<file path="src/design/ptbd_pkg.sv">
// Package for the point-to-box distance unit: shared widths, constants and the
// command and status structs between the controller and the datapath.
// No dependencies.
package ptbd_pkg;

	// Width of one coordinate field as it travels on the stream.
	localparam int FIELD_W    = 32;
	localparam int IN_DATA_W  = 3 * FIELD_W;
	localparam int OUT_DATA_W = FIELD_W;

	// Accumulator and square-root datapath widths.
	localparam int ACC_W      = 64;
	localparam int ROOT_W     = ACC_W / 2;
	localparam int REM_W      = ROOT_W + 2;
	localparam int ROOT_STEPS = ROOT_W;
	localparam int CNT_W      = $clog2(ROOT_STEPS);

	// Commands from the controller to the datapath.
	typedef struct packed {
		logic load_item;   // capture the accepted item
		logic sel_upper;   // 0: lower bound check, 1: upper bound check
		logic calc_exc;    // register the excess for the selected bound
		logic calc_mul;    // register the excess or its square
		logic calc_acc;    // saturating add into the running sum
		logic root_start;  // load the running sum into the root unit
		logic root_step;   // one digit of the square root
		logic emit;        // load the output register and clear the sum
	} ptbd_cmd_t;

	// Status from the datapath to the controller.
	typedef struct packed {
		logic last;        // the captured item ends the point
		logic mode;        // captured distance mode, 1 for Euclidean
		logic out_free;    // the output register can take a result now
	} ptbd_status_t;

endpackage

</file>
<file path="src/design/ptbd_ctrl.sv">
// Controller state machine of the point-to-box distance unit.
// Sequences the datapath through both bound checks, the square root in Euclidean mode and the emit.
// Depends on ptbd_pkg.
module ptbd_ctrl import ptbd_pkg::*; (
	input  logic         clk,
	input  logic         arst_n,
	input  logic         s_tvalid,
	output logic         s_tready,
	input  ptbd_status_t status,
	output ptbd_cmd_t    cmd
);

	localparam logic [2:0] ST_IDLE  = 3'd0;
	localparam logic [2:0] ST_EXC   = 3'd1;
	localparam logic [2:0] ST_MUL   = 3'd2;
	localparam logic [2:0] ST_ACC   = 3'd3;
	localparam logic [2:0] ST_RINIT = 3'd4;
	localparam logic [2:0] ST_ROOT  = 3'd5;
	localparam logic [2:0] ST_EMIT  = 3'd6;

	logic [2:0]       state_q, state_d;
	logic             sel_q, sel_d;
	logic [CNT_W-1:0] cnt_q, cnt_d;

	// Next-state and command decode.
	always_comb begin
		state_d  = state_q;
		sel_d    = sel_q;
		cnt_d    = cnt_q;
		cmd      = '0;
		s_tready = 1'b0;
		cmd.sel_upper = sel_q;
		unique case (state_q)
			ST_IDLE: begin
				s_tready = 1'b1;
				if (s_tvalid) begin
					cmd.load_item = 1'b1;
					sel_d   = 1'b0;
					state_d = ST_EXC;
				end
			end
			ST_EXC: begin
				cmd.calc_exc = 1'b1;
				state_d = ST_MUL;
			end
			ST_MUL: begin
				cmd.calc_mul = 1'b1;
				state_d = ST_ACC;
			end
			ST_ACC: begin
				cmd.calc_acc = 1'b1;
				if (!sel_q) begin
					sel_d   = 1'b1;
					state_d = ST_EXC;
				end else if (!status.last) begin
					state_d = ST_IDLE;
				end else if (status.mode) begin
					state_d = ST_RINIT;
				end else begin
					state_d = ST_EMIT;
				end
			end
			ST_RINIT: begin
				cmd.root_start = 1'b1;
				cnt_d   = '0;
				state_d = ST_ROOT;
			end
			ST_ROOT: begin
				cmd.root_step = 1'b1;
				cnt_d = cnt_q + 1'b1;
				if (cnt_q == CNT_W'(ROOT_STEPS - 1)) begin
					state_d = ST_EMIT;
				end
			end
			ST_EMIT: begin
				if (status.out_free) begin
					cmd.emit = 1'b1;
					state_d  = ST_IDLE;
				end
			end
			default: begin
				state_d = ST_IDLE;
			end
		endcase
	end

	// State registers.
	always_ff @(posedge clk or negedge arst_n) begin
		if (!arst_n) begin
			state_q <= ST_IDLE;
			sel_q   <= 1'b0;
			cnt_q   <= '0;
		end else begin
			state_q <= state_d;
			sel_q   <= sel_d;
			cnt_q   <= cnt_d;
		end
	end

endmodule

</file>
<file path="src/design/ptbd_dp.sv">
// Datapath of the point-to-box distance unit: excess, square, saturating
// accumulator, digit-serial square root and the output register.
// Depends on ptbd_pkg.
module ptbd_dp import ptbd_pkg::*; #(
	parameter int VALUE_WIDTH = 32
) (
	input  logic                  clk,
	input  logic                  arst_n,
	input  logic                  cfg_we,
	input  logic                  cfg_wdata,
	input  logic [IN_DATA_W-1:0]  s_tdata,
	input  logic                  s_tlast,
	input  logic                  m_tready,
	output logic                  m_tvalid,
	output logic [OUT_DATA_W-1:0] m_tdata,
	output logic                  m_tuser,
	input  ptbd_cmd_t             cmd,
	output ptbd_status_t          status
);

	localparam int VW = VALUE_WIDTH;
	localparam logic [OUT_DATA_W-1:0] MAX_DIST =
		OUT_DATA_W'((64'd1 << VALUE_WIDTH) - 64'd1);

	logic                  mode_cfg_q;
	logic [VW-1:0]         coord_q, lower_q, upper_q;
	logic                  last_q, mode_q;
	logic [VW-1:0]         excess_q;
	logic [ACC_W-1:0]      prod_q;
	logic [ACC_W-1:0]      acc_q;
	logic                  ovf_q;
	logic [ACC_W-1:0]      rv_q;
	logic [ROOT_W-1:0]     root_q;
	logic [REM_W-1:0]      rem_q;
	logic                  out_valid_q;
	logic [OUT_DATA_W-1:0] out_dist_q;
	logic                  out_sat_q;

	// Excess for the selected bound, with one guard bit for the difference.
	logic signed [VW:0] c_ext, lo_ext, hi_ext, diff;
	logic               outside;
	logic [VW-1:0]      excess_d;

	always_comb begin
		c_ext  = {coord_q[VW-1], coord_q};
		lo_ext = {lower_q[VW-1], lower_q};
		hi_ext = {upper_q[VW-1], upper_q};
		if (cmd.sel_upper) begin
			outside = c_ext > hi_ext;
			diff    = c_ext - hi_ext;
		end else begin
			outside = c_ext < lo_ext;
			diff    = lo_ext - c_ext;
		end
		excess_d = outside ? diff[VW-1:0] : '0;
	end

	// Square or plain excess, and the saturating accumulation.
	logic [2*VW-1:0]  square;
	logic [ACC_W-1:0] prod_d;
	logic [ACC_W:0]   acc_sum;

	assign square  = excess_q * excess_q;
	assign prod_d  = mode_q ? ACC_W'(square) : ACC_W'(excess_q);
	assign acc_sum = {1'b0, acc_q} + {1'b0, prod_q};

	// One digit of the restoring square root.
	logic [REM_W+1:0] rem_shift, trial;
	logic             take;

	assign rem_shift = {rem_q, rv_q[ACC_W-1 -: 2]};
	assign trial     = (REM_W + 2)'({root_q, 2'b01});
	assign take      = rem_shift >= trial;

	// Result selection and clip to the value width.
	logic [ACC_W-1:0] dist_full;
	logic             clip;

	assign dist_full = mode_q ? ACC_W'(root_q) : acc_q;
	assign clip      = |dist_full[ACC_W-1:VALUE_WIDTH];

	// Configuration register.
	always_ff @(posedge clk or negedge arst_n) begin
		if (!arst_n) begin
			mode_cfg_q <= 1'b0;
		end else if (cfg_we) begin
			mode_cfg_q <= cfg_wdata;
		end
	end

	// Item capture and working registers.
	always_ff @(posedge clk) begin
		if (cmd.load_item) begin
			coord_q <= s_tdata[VW-1:0];
			lower_q <= s_tdata[FIELD_W +: VW];
			upper_q <= s_tdata[2*FIELD_W +: VW];
			last_q  <= s_tlast;
			mode_q  <= mode_cfg_q;
		end
		if (cmd.calc_exc) begin
			excess_q <= excess_d;
		end
		if (cmd.calc_mul) begin
			prod_q <= prod_d;
		end
		if (cmd.root_start) begin
			rv_q   <= acc_q;
			root_q <= '0;
			rem_q  <= '0;
		end else if (cmd.root_step) begin
			rv_q <= {rv_q[ACC_W-3:0], 2'b00};
			if (take) begin
				rem_q  <= REM_W'(rem_shift - trial);
				root_q <= {root_q[ROOT_W-2:0], 1'b1};
			end else begin
				rem_q  <= REM_W'(rem_shift);
				root_q <= {root_q[ROOT_W-2:0], 1'b0};
			end
		end
		if (cmd.emit) begin
			out_dist_q <= clip ? MAX_DIST : dist_full[OUT_DATA_W-1:0];
			out_sat_q  <= ovf_q | clip;
		end
	end

	// Running sum and overflow flag, cleared when a result is written to the output register.
	always_ff @(posedge clk or negedge arst_n) begin
		if (!arst_n) begin
			acc_q <= '0;
			ovf_q <= 1'b0;
		end else if (cmd.emit) begin
			acc_q <= '0;
			ovf_q <= 1'b0;
		end else if (cmd.calc_acc) begin
			if (acc_sum[ACC_W]) begin
				acc_q <= '1;
				ovf_q <= 1'b1;
			end else begin
				acc_q <= acc_sum[ACC_W-1:0];
			end
		end
	end

	// Output register valid.
	always_ff @(posedge clk or negedge arst_n) begin
		if (!arst_n) begin
			out_valid_q <= 1'b0;
		end else if (cmd.emit) begin
			out_valid_q <= 1'b1;
		end else if (m_tready) begin
			out_valid_q <= 1'b0;
		end
	end

	assign m_tvalid        = out_valid_q;
	assign m_tdata         = out_dist_q;
	assign m_tuser         = out_sat_q;
	assign status.last     = last_q;
	assign status.mode     = mode_q;
	assign status.out_free = !out_valid_q || m_tready;

endmodule

</file>
<file path="src/design/point_to_box_distance_unit.sv">
// The unit measures how far a point lies outside an axis-aligned box, one
// dimension per item, in signed fixed point with the low VALUE_WIDTH bits of
// each field significant. Each item is checked against its lower and its upper
// bound in turn through one shared excess, square and saturating-accumulate
// path, and the input stays closed until the item is through. After the item
// marked with tlast, L1 mode emits the sum, and Euclidean mode first runs a
// digit-serial square root that takes one result bit per cycle. The result waits
// in an output register, so the next point is taken while it is unread.
// Depends on ptbd_pkg, ptbd_ctrl and ptbd_dp.
module point_to_box_distance_unit import ptbd_pkg::*; #(
	parameter int VALUE_WIDTH = 32
) (
	input  logic                  clk,
	input  logic                  arst_n,
	// Configuration: distance_mode, 0 for L1, 1 for Euclidean.
	input  logic                  cfg_we,
	input  logic                  cfg_wdata,
	input  logic                  s_tvalid,
	output logic                  s_tready,
	input  logic [IN_DATA_W-1:0]  s_tdata,   // coordinate, lower_bound, upper_bound
	input  logic                  s_tlast,   // last_dimension
	output logic                  m_tvalid,
	input  logic                  m_tready,
	output logic [OUT_DATA_W-1:0] m_tdata,   // distance
	output logic                  m_tuser    // saturated
);

	ptbd_cmd_t    cmd;
	ptbd_status_t status;

	ptbd_ctrl u_ctrl (
		.clk      (clk),
		.arst_n   (arst_n),
		.s_tvalid (s_tvalid),
		.s_tready (s_tready),
		.status   (status),
		.cmd      (cmd)
	);

	ptbd_dp #(
		.VALUE_WIDTH (VALUE_WIDTH)
	) u_dp (
		.clk       (clk),
		.arst_n    (arst_n),
		.cfg_we    (cfg_we),
		.cfg_wdata (cfg_wdata),
		.s_tdata   (s_tdata),
		.s_tlast   (s_tlast),
		.m_tready  (m_tready),
		.m_tvalid  (m_tvalid),
		.m_tdata   (m_tdata),
		.m_tuser   (m_tuser),
		.cmd       (cmd),
		.status    (status)
	);

	// A result is only written into a free output register.
	assert property (@(posedge clk) disable iff (!arst_n)
		cmd.emit |-> (!m_tvalid || m_tready))
		else $error("result written over an unread result");

	// A written result shows on the output in the next cycle.
	assert property (@(posedge clk) disable iff (!arst_n)
		cmd.emit |=> m_tvalid)
		else $error("written result not presented");

	// An accepted item keeps the input closed while it is processed.
	assert property (@(posedge clk) disable iff (!arst_n)
		(s_tvalid && s_tready) |=> !s_tready)
		else $error("input reopened during item processing");

endmodule
</file>
<file path="config.mk">
export PLATFORM = sky130hd
export DESIGN_NAME = point_to_box_distance_unit
export DESIGN_NICKNAME = d
export VERILOG_FILES = /design/src/design/ptbd_pkg.sv /design/src/design/ptbd_ctrl.sv /design/src/design/ptbd_dp.sv /design/src/design/point_to_box_distance_unit.sv
export SDC_FILE = /design/constraint.sdc
export NUM_CORES = 2
export LEC_CHECK = 0
export ABC_AREA = 1
export BUFFER_PORTS_ARGS = -buffer_cell sky130_fd_sc_hd__buf_4
export CORE_MARGIN = 3
export CORE_UTILIZATION = 50
export DETAILED_ROUTE_END_ITERATION = 8
export PLACE_DENSITY_LB_ADDON = 0.3
export SLEW_MARGIN = 20
export SYNTH_ARGS = -nofsm -noshare
export SYNTH_HDL_FRONTEND = slang
export SYNTH_SLANG_ARGS = --single-unit
</file>
<file path="constraint.sdc">
create_clock -name clk -period 8.6 [get_ports clk]
set_input_delay 0.86 -clock clk [delete_from_list [all_inputs] [get_ports clk]]
set_output_delay 0.86 -clock clk [all_outputs]
set_load 0.01 [all_outputs]
</file>
==> impl_results.md <==
* Status: finished clean
* Clock Skew at 49.4 ps
* Starting DRT DRC Count at 3,904
* Pin count of the biggest net entering global routing at 83
* Crit path buffers/inverters at 4
* Final setup viols at 0
* WP data arrival at 8290 ps
* Vias in the first global route at 52,400
* Post-Route WL at 177 mm
* Required time worst endpoint at 8900 ps
* R2r endpoint: u_dp.prod_q[24]$_DFFE_PP_
* CP Launch Type: register
* Post-route ant nets at 0
* I/O Pins at 138
* Yosys top cell area share at 26.0%
* Syn Inst Count at 8,260
* Slowest cell on the critical path: edfxtp_1
* Cell Rows at 127
* CTS clk-pin slew, worst paths at 60 ps
* Commonest cells post-synth: 2,557 x nand2_1, 2,162 x inv_1, 795 x fa_1, 463 x ha_1, 441 x nor2_1
* Reg2reg start: u_dp.excess_q[20]$_SDFFCE_PN0P_
* Initial antenna violation count at 2
* WL per Instance at 17.7 um
* Critical Path Sink Type: register
* Core area at 121,000 um^2
* Final Hold Violating Endpoints at 0
* Final core utilization at 54.6%
* Hold_buf cts at 0
* Vias per std cell at 5.10
* Fin area at 65,900 um^2
* Period utilization at 92.9%
* Synth Area per Inst at 7.41 um^2
* Number of cells on the worst reg-to-reg path at 21
* FMAX at 125 MHz
* Die width at 356 um
* Max_slew headroom at 21.4%
* Placed cell area at 64,000 um^2
* Layout cells sized above 1 at 5.10%
* FF+latch count, synth at 433
* Htree depth at 2
* Syn_nets at 9,621
* Total number of vias at 50,900
* Clock sinks at 433
* R2r setup slk at 610 ps
* DR pass1 iterations at 6
* First-pass GRT wire length at 284 mm
* Routability cong. at 1.00
* Synthesis Warnings at 0
* Critical Path Fanout Max at 19
* GRT Total Usage at 28.5%
* Fin Setup TNS at 0 ps
* Min Tclk post-route at 7990 ps
* EDFF count, synth at 291
* Max-cap violation count at 0
* CP Cell Sequence: nand2_1 -> inv_1 -> fa_1 -> fa_1 -> inv_1 -> fa_1 -> fa_1 -> inv_1 -> fa_1 -> fa_1 -> fa_1 -> fa_1 -> ha_1 -> nand2_1 -> inv_1 -> a21oi_1 -> nand2_1 -> nand3b_1 -> or2_2 -> nand3_1 -> o21ai_0
* Starting Density at 50.7%
* Mapped Area at 61,200 um^2
* # port buffers at 137
* CTS Root Cell: clkbuf_16
* Die area at 127,000 um^2
* Clock latency on the worst-skew pair at 670 ps
* Height of the die at 356 um
* RSZ-0062 raised after global routing: false
* CTS tree: built
* Measured slew at the worst slew-check pin at 1180 ps
* Hpwl dp at 147 mm
* Asr flop ratio synth at 17.6%
* Crit path top cell by count: fa_1
* Top_reg_cell synth: edfxtp_1
* CP peak stage delay at 1130 ps
* DR DRC count at 0
* Kind of critical path: register to register
* Area Overhead vs Synth at 7.66%
* Clock tree buffer depth at 3
* Max-slew violation count at 0
* Synth cell types at 51
* CP delay by family, top: adder cells
* Area contributors post-synth: fa_1 26%, nand2_1 16%, edfxtp_1 14%, inv_1 13%, ha_1 9.5%
* Worst min path class: input port to async pin
* Postcts setup bufs at 0
* Area leader, netlist: fa_1
* Sequential area share after synthesis at 19.5%
* Total CTS buffers at 51
* Count leader, synth: nand2_1
* Post-CTS resize count at 0
* GRT Residual Overflow at 0
* Layout net count at 9,685
[kinds of logic (layout without fill, tap and decap cells)]
| group | after synthesis | count (layout) | share of synthesized area (%) |
|---|---|---|---|
| simple gates | 3519 | 3519 | 23.4 |
| buf+inv | 2369 | 2476 | 14.6 |
| fa+ha+maj | 1258 | 1258 | 35.5 |
| compound gates | 554 | 554 | 5.03 |
| flops | 433 | 433 | 19.5 |
| xor+xnor | 98 | 98 | 1.40 |
| mux | 29 | 29 | 0.533 |
| other cells | 0 | 1 | 0 |
[flip-flops by register name, summed over array words and instances (netlist names), 32 cells and up]
| name | cells |
|---|---|
| u_dp.rem_q | 34 |
| u_dp.root_q | 32 |
| u_dp.lower_q | 32 |
| u_dp.upper_q | 32 |
| u_dp.prod_q | 64 |
| u_dp.excess_q | 32 |
| u_dp.coord_q | 32 |
| u_dp.rv_q | 64 |
| u_dp.m_tdata | 32 |
| u_dp.acc_q | 64 |
[cell usage in the layout, fill, tap and decap left out, types with 31 or more instances in the layout]
cell	n
buf_4	202
o21ai_0	148
xnor2_1	50
edfxtp_1	291
clkbuf_16	51
nand3b_1	72
or2_2	31
ha_1	463
o22ai_1	35
o211ai_1	37
nand3_1	274
dfxtp_1	66
dfrtp_1	76
nand2_1	2556
a21oi_1	267
inv_1	2161
nor2_1	436
xor2_1	48
nor3_1	41
fa_1	795
[worst register-to-register path: stages (launching register included)]
cell and delay [ps]:
edfxtp_1 1130, nand2_1 250, inv_1 140, fa_1 440
fa_1 510, inv_1 50, fa_1 470, fa_1 550
inv_1 50, fa_1 480, fa_1 560, fa_1 420
fa_1 440, ha_1 390, nand2_1 210, inv_1 60
a21oi_1 270, nand2_1 190, nand3b_1 380, or2_2 370
nand3_1 70, o21ai_0 210
[metrics by stage]
step | setup slack, ps | cells | hold slack (ps)
global placement | 707 | 9880 | 430
global route | 352 | 9979 | 134
detailed placement | 706 | 9881 | 436
finish | 613 | 9980 | 128
CTS | 712 | 9977 | 93.2
floorplan | 1690 | 8260 | 421
[cell type report]
cell class | count | area (um^2)
diodes | 1 | 2.50
clock buffers | 63 | 1390
clock inverters | 33 | 425
fillers | 11700 | 54900
inverters | 2173 | 8160
multi-input cells | 5458 | 40300
flip-flops and latches | 433 | 12000
well taps | 1612 | 2020
repair buffers | 207 | 1610
[how the worst max path moves through the flow]
stage	start	to	slack, ps	cells after the start
2_1_floorplan	u_dp.excess_q[12]$_SDFFCE_PN0P_	u_dp.prod_q[60]$_SDFFCE_PN0P_	1690	27
3_3_place_gp	u_dp.excess_q[5]$_SDFFCE_PN0P_	u_dp.prod_q[53]$_SDFFCE_PN0P_	710	24
3_5_place_dp	u_dp.excess_q[28]$_SDFFCE_PN0P_	u_dp.prod_q[53]$_SDFFCE_PN0P_	710	23
4_1_cts	u_dp.excess_q[21]$_SDFFCE_PN0P_	u_dp.prod_q[53]$_SDFFCE_PN0P_	710	25
5_1_grt	u_dp.excess_q[7]$_SDFFCE_PN0P_	u_dp.prod_q[24]$_DFFE_PP_	350	23
6_report	u_dp.excess_q[20]$_SDFFCE_PN0P_	u_dp.prod_q[24]$_DFFE_PP_	610	21
[per-layer routing]
layer / routed length (um) / GRT usage [%] / up-vias
li1: - / - / 24700
met1: 78500 / 39.7 / 24300
met2: 82400 / 47.5 / 1628
met3: 11000 / 2.67 / 278
met4: 5090 / 7.88 / 0
met5: 0 / 0 / -
Power is not shown: default switching activity piles up to over one toggle a cycle in this logic, so the estimate is an artifact.
